--- src/sv/sfrr_pkg.sv ---
package sfrr_pkg;

    localparam int MAX_FRAME_DEF = 11;

    localparam logic [7:0] SYNC_BYTE  = 8'hAA;
    localparam logic [7:0] END_BYTE   = 8'h55;
    localparam logic [7:0] CMD_POLL   = 8'h04;
    localparam logic [7:0] FLAG_BYTE  = 8'h7E;
    localparam logic [7:0] OPEN_BYTE  = 8'h28;
    localparam logic [7:0] CLOSE_BYTE = 8'h29;
    localparam logic [7:0] DEV_BYTE   = 8'h01;
    localparam logic [7:0] FUNC_BYTE  = 8'h03;
    localparam logic [7:0] ZERO_BYTE  = 8'h00;

    localparam int LEN_POS = 3;
    localparam int CMD_POS = 4;
    localparam int HDR_LEN = 5;

    localparam int OUT_LEN = 17;
    localparam int OIDX_W  = $clog2(OUT_LEN);
    localparam logic [OIDX_W-1:0] SUM_FIRST = OIDX_W'(3);
    localparam logic [OIDX_W-1:0] SUM_LAST  = OIDX_W'(12);
    localparam logic [OIDX_W-1:0] OUT_LAST  = OIDX_W'(OUT_LEN - 1);

    localparam int   PADDR_W        = 3;
    localparam logic REG_POLL_INDEX = 1'b0;

    typedef enum logic [1:0] {
        PH_HUNT,
        PH_HEAD,
        PH_BODY
    } t_phase;

    typedef enum logic [1:0] {
        SEQ_IDLE,
        SEQ_SUM,
        SEQ_EMIT
    } t_seq_state;

    typedef struct packed {
        logic [7:0] s1;
        logic [7:0] s2;
        logic [7:0] s3;
        logic [7:0] s6;
        logic [7:0] s7;
    } t_frame_fields;

    typedef struct packed {
        logic          emit;
        t_frame_fields fields;
    } t_parse_out;

    function automatic logic [7:0] frame_byte(
        input logic [OIDX_W-1:0] idx,
        input t_frame_fields     f,
        input logic [7:0]        poll,
        input logic [15:0]       sum
    );
        logic [7:0] b;
        case (idx)
            5'd0:    b = OPEN_BYTE;
            5'd1:    b = FLAG_BYTE;
            5'd2:    b = FLAG_BYTE;
            5'd3:    b = SYNC_BYTE;
            5'd4:    b = f.s1;
            5'd5:    b = f.s2;
            5'd6:    b = f.s3;
            5'd7:    b = DEV_BYTE;
            5'd8:    b = FUNC_BYTE;
            5'd9:    b = poll;
            5'd10:   b = ZERO_BYTE;
            5'd11:   b = f.s6;
            5'd12:   b = f.s7;
            5'd13:   b = sum[7:0];
            5'd14:   b = sum[15:8];
            5'd15:   b = END_BYTE;
            5'd16:   b = CLOSE_BYTE;
            default: b = ZERO_BYTE;
        endcase
        return b;
    endfunction

endpackage

--- src/sv/sfrr_parser.sv ---
module sfrr_parser #(
    parameter int MAX_FRAME = sfrr_pkg::MAX_FRAME_DEF
) (
    input  logic                 i_clk,
    input  logic                 i_rst_n,
    input  logic                 i_en,
    input  logic [7:0]           i_rx_byte,
    output sfrr_pkg::t_parse_out o_status
);
    import sfrr_pkg::*;

    localparam int DEPTH  = MAX_FRAME + 1;
    localparam int FILL_W = $clog2(MAX_FRAME + 2);
    localparam int SIDX_W = $clog2(DEPTH);
    localparam logic [FILL_W-1:0] FILL_MAX   = FILL_W'(MAX_FRAME);
    localparam logic [FILL_W-1:0] FILL_DEPTH = FILL_W'(DEPTH);
    localparam logic [FILL_W-1:0] FILL_HDR   = FILL_W'(HDR_LEN);
    localparam logic [7:0]        LEN_MAX    = 8'(MAX_FRAME - 2);

    t_phase            r_phase;
    logic [FILL_W-1:0] r_fill;
    logic [7:0]        r_store [DEPTH];

    t_phase            w_phase;
    logic [FILL_W-1:0] w_fill;
    logic [7:0]        w_store [DEPTH];
    logic              w_put;
    logic              w_emit;
    logic              w_clr;

    always_comb begin
        w_phase = r_phase;
        w_fill  = r_fill;
        w_store = r_store;
        w_emit  = 1'b0;
        w_clr   = 1'b0;

        // A frame that ran past the store starts over, and this byte is hunted afresh.
        if (w_fill > FILL_MAX) begin
            w_phase = PH_HUNT;
            w_fill  = '0;
            for (int k = 0; k < DEPTH; k++) begin
                w_store[k] = '0;
            end
        end

        w_put = ((w_phase == PH_HUNT) && (i_rx_byte == SYNC_BYTE)) ||
                (w_phase == PH_HEAD) || (w_phase == PH_BODY);

        if (w_put) begin
            if (w_fill < FILL_DEPTH) begin
                w_store[w_fill[SIDX_W-1:0]] = i_rx_byte;
            end
            w_fill = w_fill + FILL_W'(1);
        end

        case (w_phase)
            PH_HUNT: begin
                if (w_put) begin
                    w_phase = PH_HEAD;
                end
            end
            PH_HEAD: begin
                if (w_fill >= FILL_HDR) begin
                    if (w_store[LEN_POS] > LEN_MAX) begin
                        w_phase = PH_HUNT;
                        w_fill  = '0;
                        for (int k = 0; k <= LEN_POS; k++) begin
                            w_store[k] = '0;
                        end
                    end else begin
                        w_phase = PH_BODY;
                    end
                end
            end
            PH_BODY: begin
                if ((i_rx_byte == END_BYTE) &&
                    (9'(w_fill) == (9'(w_store[LEN_POS]) + 9'd2))) begin
                    w_emit = (w_store[CMD_POS] == CMD_POLL);
                    w_clr  = 1'b1;
                end
            end
            default: begin
                w_clr = 1'b1;
            end
        endcase

        o_status.emit      = w_emit;
        o_status.fields.s1 = w_store[1];
        o_status.fields.s2 = w_store[2];
        o_status.fields.s3 = w_store[3];
        o_status.fields.s6 = w_store[6];
        o_status.fields.s7 = w_store[7];
    end

    always_ff @(posedge i_clk) begin
        if (!i_rst_n) begin
            r_phase <= PH_HUNT;
            r_fill  <= '0;
            for (int k = 0; k < DEPTH; k++) begin
                r_store[k] <= '0;
            end
        end else if (i_en) begin
            if (w_clr) begin
                r_phase <= PH_HUNT;
                r_fill  <= '0;
                for (int k = 0; k < DEPTH; k++) begin
                    r_store[k] <= '0;
                end
            end else begin
                r_phase <= w_phase;
                r_fill  <= w_fill;
                r_store <= w_store;
            end
        end
    end

endmodule

--- src/sv/serial_frame_receiver_reformatter_top.sv ---
// A byte that completes no command frame is taken without raising o_stall.
// A byte that completes a command frame starts a checksum over output bytes 3 to 12 on one
// shared 16-bit adder, then the 17 output bytes are emitted.
// o_stall stays high until the last output byte has been loaded into the output register.
// Reset is synchronous and active low; it clears the sequencer, the frame store, the
// parser state, the output valid flag and the poll index.
module serial_frame_receiver_reformatter_top #(
    parameter int MAX_FRAME = sfrr_pkg::MAX_FRAME_DEF
) (
    input  logic                         i_clk,
    input  logic                         i_rst_n,
    input  logic                         i_valid,
    output logic                         o_stall,
    input  logic [7:0]                   i_rx_byte,
    output logic                         o_valid,
    input  logic                         i_stall,
    output logic [7:0]                   o_out_byte,
    output logic                         o_last,
    input  logic                         psel,
    input  logic                         penable,
    input  logic                         pwrite,
    input  logic [sfrr_pkg::PADDR_W-1:0] paddr,
    input  logic [31:0]                  pwdata,
    output logic [31:0]                  prdata,
    output logic                         pready
);
    import sfrr_pkg::*;

    t_seq_state        r_state;
    t_seq_state        n_state;
    logic [OIDX_W-1:0] r_idx;
    logic [15:0]       r_sum;
    t_frame_fields     r_fields;
    logic [7:0]        r_poll_index;
    logic              r_out_valid;
    logic [7:0]        r_out_byte;
    logic              r_out_last;

    t_parse_out        w_parse;
    logic              w_accept;
    logic              w_out_free;
    logic              w_load;
    logic              w_cfg_sel;
    logic              w_cfg_wr;
    logic [7:0]        w_frame_byte;

    sfrr_parser #(
        .MAX_FRAME(MAX_FRAME)
    ) u_parser (
        .i_clk    (i_clk),
        .i_rst_n  (i_rst_n),
        .i_en     (w_accept),
        .i_rx_byte(i_rx_byte),
        .o_status (w_parse)
    );

    assign w_accept   = i_valid && !o_stall;
    assign w_out_free = !r_out_valid || !i_stall;

    assign w_cfg_sel = (paddr[PADDR_W-1] == REG_POLL_INDEX);
    assign w_cfg_wr  = psel && penable && pwrite && w_cfg_sel;
    assign prdata    = w_cfg_sel ? {24'd0, r_poll_index} : 32'd0;
    assign pready    = 1'b1;

    assign o_valid    = r_out_valid;
    assign o_out_byte = r_out_byte;
    assign o_last     = r_out_last;

    always_comb begin
        n_state = r_state;
        case (r_state)
            SEQ_IDLE: begin
                if (w_accept && w_parse.emit) begin
                    n_state = SEQ_SUM;
                end
            end
            SEQ_SUM: begin
                if (r_idx == SUM_LAST) begin
                    n_state = SEQ_EMIT;
                end
            end
            SEQ_EMIT: begin
                if (w_out_free && (r_idx == OUT_LAST)) begin
                    n_state = SEQ_IDLE;
                end
            end
            default: begin
                n_state = SEQ_IDLE;
            end
        endcase
    end

    always_comb begin
        o_stall      = (r_state != SEQ_IDLE);
        w_load       = (r_state == SEQ_EMIT) && w_out_free;
        w_frame_byte = frame_byte(r_idx, r_fields, r_poll_index, r_sum);
    end

    always_ff @(posedge i_clk) begin
        if (!i_rst_n) begin
            r_state      <= SEQ_IDLE;
            r_idx        <= '0;
            r_poll_index <= '0;
            r_out_valid  <= 1'b0;
        end else begin
            r_state <= n_state;

            if (w_cfg_wr) begin
                r_poll_index <= pwdata[7:0];
            end

            case (r_state)
                SEQ_IDLE: begin
                    if (w_accept && w_parse.emit) begin
                        r_fields <= w_parse.fields;
                        r_sum    <= '0;
                        r_idx    <= SUM_FIRST;
                    end
                end
                SEQ_SUM: begin
                    r_sum <= r_sum + 16'(w_frame_byte);
                    r_idx <= (r_idx == SUM_LAST) ? '0 : r_idx + OIDX_W'(1);
                end
                SEQ_EMIT: begin
                    if (w_load) begin
                        r_idx <= r_idx + OIDX_W'(1);
                    end
                end
                default: begin
                    r_idx <= '0;
                end
            endcase

            if (w_load) begin
                r_out_valid <= 1'b1;
                r_out_byte  <= w_frame_byte;
                r_out_last  <= (r_idx == OUT_LAST);
            end else if (!i_stall) begin
                r_out_valid <= 1'b0;
            end
        end
    end

endmodule

--- config.mk ---
export PLATFORM = sky130hd
export DESIGN_NAME = serial_frame_receiver_reformatter_top
export DESIGN_NICKNAME = d
export VERILOG_FILES = /design/src/sv/sfrr_pkg.sv /design/src/sv/sfrr_parser.sv /design/src/sv/serial_frame_receiver_reformatter_top.sv
export SDC_FILE = /design/constraint.sdc
export NUM_CORES = 1
export LEC_CHECK = 0
export ABC_AREA = 1
export ABC_CLOCK_PERIOD_IN_PS = 6000
export BUFFER_PORTS_ARGS = -buffer_cell sky130_fd_sc_hd__buf_2
export CAP_MARGIN = 10
export CORE_ASPECT_RATIO = 1.75
export CORE_MARGIN = 2
export CORE_UTILIZATION = 40
export DETAILED_ROUTE_END_ITERATION = 8
export PLACE_DENSITY_LB_ADDON = 0.12
export SYNTH_ARGS = -nofsm -noshare
export SYNTH_HDL_FRONTEND = slang
export SYNTH_HIERARCHICAL = 1
export SYNTH_SLANG_ARGS = --single-unit
--- constraint.sdc ---
create_clock -name i_clk -period 6 [get_ports i_clk]
set_input_delay 0.9 -clock i_clk [delete_from_list [all_inputs] [get_ports i_clk]]
set_output_delay 0.9 -clock i_clk [all_outputs]
set_load 0.1 [all_outputs]
==> results.yml <==
grt:
  grt_pass1_wl_um: 36000
  grt_overflow: 0
  antenna_found_initial: 0
  grt_start_max_net_pins: 64
  track_usage: 0.218
  grt_pass1_vias: 6860
sta:
  finalHoldViolCount: 0
  whs_ns: 0.465
  min_period_over_period: 0.840
  setup_viol: 0
  layout_min_cycle_time_ns: 5.04
  drv_slew: 0
  max_freq_ghz: 0.198
  worstMarginPinSlew_ns: 1.04
  setup_ws_ns: 0.961
  finalClockSkew_ns: 0.00922
  relSlewSlack: 0.303
  setup_tns_ns: 0
  rsz0062_at_grt: "no"
cts:
  cts.sinks: 135
  cts_made_buffers: 17
  cts_tree: "done"
  clk_latency_ns: 0.43
  clockBufferDepth: 2
  root_buffer: "clkbuf_16"
  cts.clk_slew.worst_paths_ns: 0.06
  h-tree-depth: 4
  ctsHoldBuffers: 0
  cts_resized: 0
  post-cts-setup-buffers: 0
placed_design:
  dpl-instance-area_sq_um: 8430
  numPortBuffers: 42
  place_congestion: 0.889
  pre_cts_ws_ns: 0.986
  place_inst: 1408
  dp_hpwl_um: 16600
floorplan:
  ioPinCount: 94
  core_sq_um: 19800
  die_area_sq_um: 21500
  initial_core_util: 0.409
  rows: 68
  die_h_um: 192
  die_w_um: 112
yosys:
  yosys.area.top_type: "edfxtp_1"
  yosysWarnings: 6
  yosys-top-cells-area: "edfxtp_1, dfxtp_1, nand2_1"
  ys.flop_type: "dfxtp_1"
  synth_edf_count: 65
  ys_types: 39
  avgSynthCellArea_sq_um: 7.04
  syn_area_sq_um: 8110
  async_flop_share: 0
  synth-seq-cells: 135
  yosysSeqAreaShare: 0.413
  synth_top_area_share: 0.241
  postSynthCellCount: 1152
setup_path:
  crit_path_start: "u_parser/r_fill[3]"
  r2r_cells: 30
  arrival_ns: 5.38
  cp_slowest_stage_delay_ns: 0.39
  worstSetupPathType: "register to register"
  endpoint: "r_idx[3]"
  worstPathRequired_ns: 6.34
  slowest_stage: "ha_1"
  start_kind: "register"
  r2r-end: "r_idx[3]"
  path_common_cell: "nand2_1"
  cp-end-kind: "register"
  r2r-start: "u_parser/r_fill[3]"
  critPathMaxFanout: 17
  rrSetupSlack_ns: 0.96
outcome:
  run_status: "finished, final reports clean"
pwr:
  clockPowerShare: 0.478
  p_switching_uw: 551
  power_density_nw_per_um2: 245
  p_int_mw: 1.66
  power_leakage_nw: 3.96
  comb_power_share: 0.080
  ir_drop_uv: 172
  sw_frac_of_total: 0.250
  power_frac_seq: 0.442
  finalPower_mw: 2.21
route:
  ant_nets: 0
  viasPerCell: 5.06
  vias: 7280
  wl_per_cell_um: 15.9
  drc: 0
  drt_wl_total_um: 23000
  first_iter_violations: 465
  firstDrtPassIters: 5
cells_and_area:
  syn_to_final_growth_pct: 11.1
  postLayoutCoreUtil: 0.455
  drive_above_1_share: 0.113
  final_area_sq_um: 9010
  diodes: 0
  final_cells: 1440
  nNetsFinal: 1255
worst_hold_path:
  hold-path-cell-count: 2
  hp-class: "register to register"
flow_run:
  drv_cap: 0
## sequential cells by signal (all words and copies together) (netlist names)
signal / cells
u_parser/r_fill: 4
o_valid: 1
r_sum: 16
r_state: 2
u_parser/r_phase: 2
u_parser/r_store: 48
o_last: 1
o_out_byte: 8
r_poll_index: 8
r_fields: 40
r_idx: 5
## cells in the final DEF (no fill, tap or decap), types with 2 or more instances in the layout
cell type and count:
nand3_2 2, nand2_4 5, buf_2 42, dfxtp_1 70, nor2_2 6, edfxtp_1 65
a21oi_1 92, clkinv_1 4, nand4_1 17, xor2_1 2, clkbuf_1 4, nand3_1 76
bufinv_16 2, nor3_1 9, clkbuf_16 18, nor2_1 106, conb_1 25, ha_1 22
a31oi_1 6, nor2_4 5, inv_2 28, buf_4 11, o21ai_0 64, nor3b_1 2
nand2_2 4, clkbuf_8 2, o21ai_1 27, clkinv_2 3, o211ai_1 6, inv_1 116
nand2_1 341
## kinds of logic after synthesis
kind of cell | count (synthesis) | synth area share
simple gates | 577 | 0.301
flops | 135 | 0.413
buf+inv | 213 | 0.117
other cells | 2 | 0.000926
fa+ha+maj | 23 | 0.0364
compound gates | 200 | 0.129
xor+xnor | 2 | 0.00216
## worst max-delay path, delay by kind of cell (launching register included)
family          cells  cell delay, ns
buf+inv             8            0.99
fa+ha+maj           3            0.96
compound gates      3            0.46
simple gates       16            2.16
flops               1            0.38
## layer usage
layer	vias up	GRT usage	share of wire
met5	-	0	0
met1	3321	0.223	0.37
li1	3734	-	-
met4	0	0.121	0.048
met3	61	0.0333	0.031
met2	164	0.419	0.55
## synth_stat cells, types with 2 or more instances
| master | number |
|---|---|
| nand2_1 | 341 |
| nor3b_1 | 2 |
| o21ai_0 | 64 |
| inv_1 | 116 |
| o21ai_1 | 27 |
| edfxtp_1 | 65 |
| a21oi_1 | 92 |
| nor2_4 | 4 |
| clkbuf_1 | 20 |
| buf_2 | 8 |
| nor2_2 | 5 |
| nand2_2 | 4 |
| clkinv_1 | 3 |
| ha_1 | 22 |
| dfxtp_1 | 70 |
| conb_1 | 2 |
| buf_4 | 32 |
| buf_6 | 3 |
| nand2_4 | 5 |
| nor3_1 | 9 |
| a31oi_1 | 6 |
| o211ai_1 | 6 |
| nand3_1 | 76 |
| nor2_1 | 108 |
| buf_1 | 3 |
| nand3_2 | 2 |
| inv_2 | 28 |
| xor2_1 | 2 |
| nand4_1 | 17 |
## worst min path at each step
stage,start,to,slack (ns)
finish,u_parser/r_fill[0],u_parser/r_fill[0],0.46
global route,u_parser/r_store[38],u_parser/r_store[38],0.48
CTS,u_parser/r_store[42],u_parser/r_store[42],0.47
detailed placement,u_parser/r_store[42],u_parser/r_store[42],0.46
global placement,u_parser/r_store[39],u_parser/r_store[39],0.45
floorplan,r_poll_index[0],r_poll_index[0],0.45
## power by group through the flow
| stage | Sequential, mW | Clock [mW] | Combinational [mW] |
|---|---|---|---|
| after floorplan | 0.994 | 0 | 0.156 |
| after global placement | 0.995 | 0 | 0.177 |
| after detailed placement | 0.995 | 0 | 0.178 |
| after CTS | 0.975 | 1.08 | 0.178 |
| after global routing | 0.976 | 1.11 | 0.193 |
| final | 0.976 | 1.06 | 0.177 |
## area by class of cell
cell class | instances | area (sq um)
flip-flops and latches | 135 | 3350
inverters | 147 | 552
clock inverters | 8 | 95.1
well taps | 245 | 307
fillers | 2091 | 10800
repair buffers | 54 | 313
multi-input cells | 827 | 3900
clock buffers | 24 | 493
(Power assumes the default switching activity.)
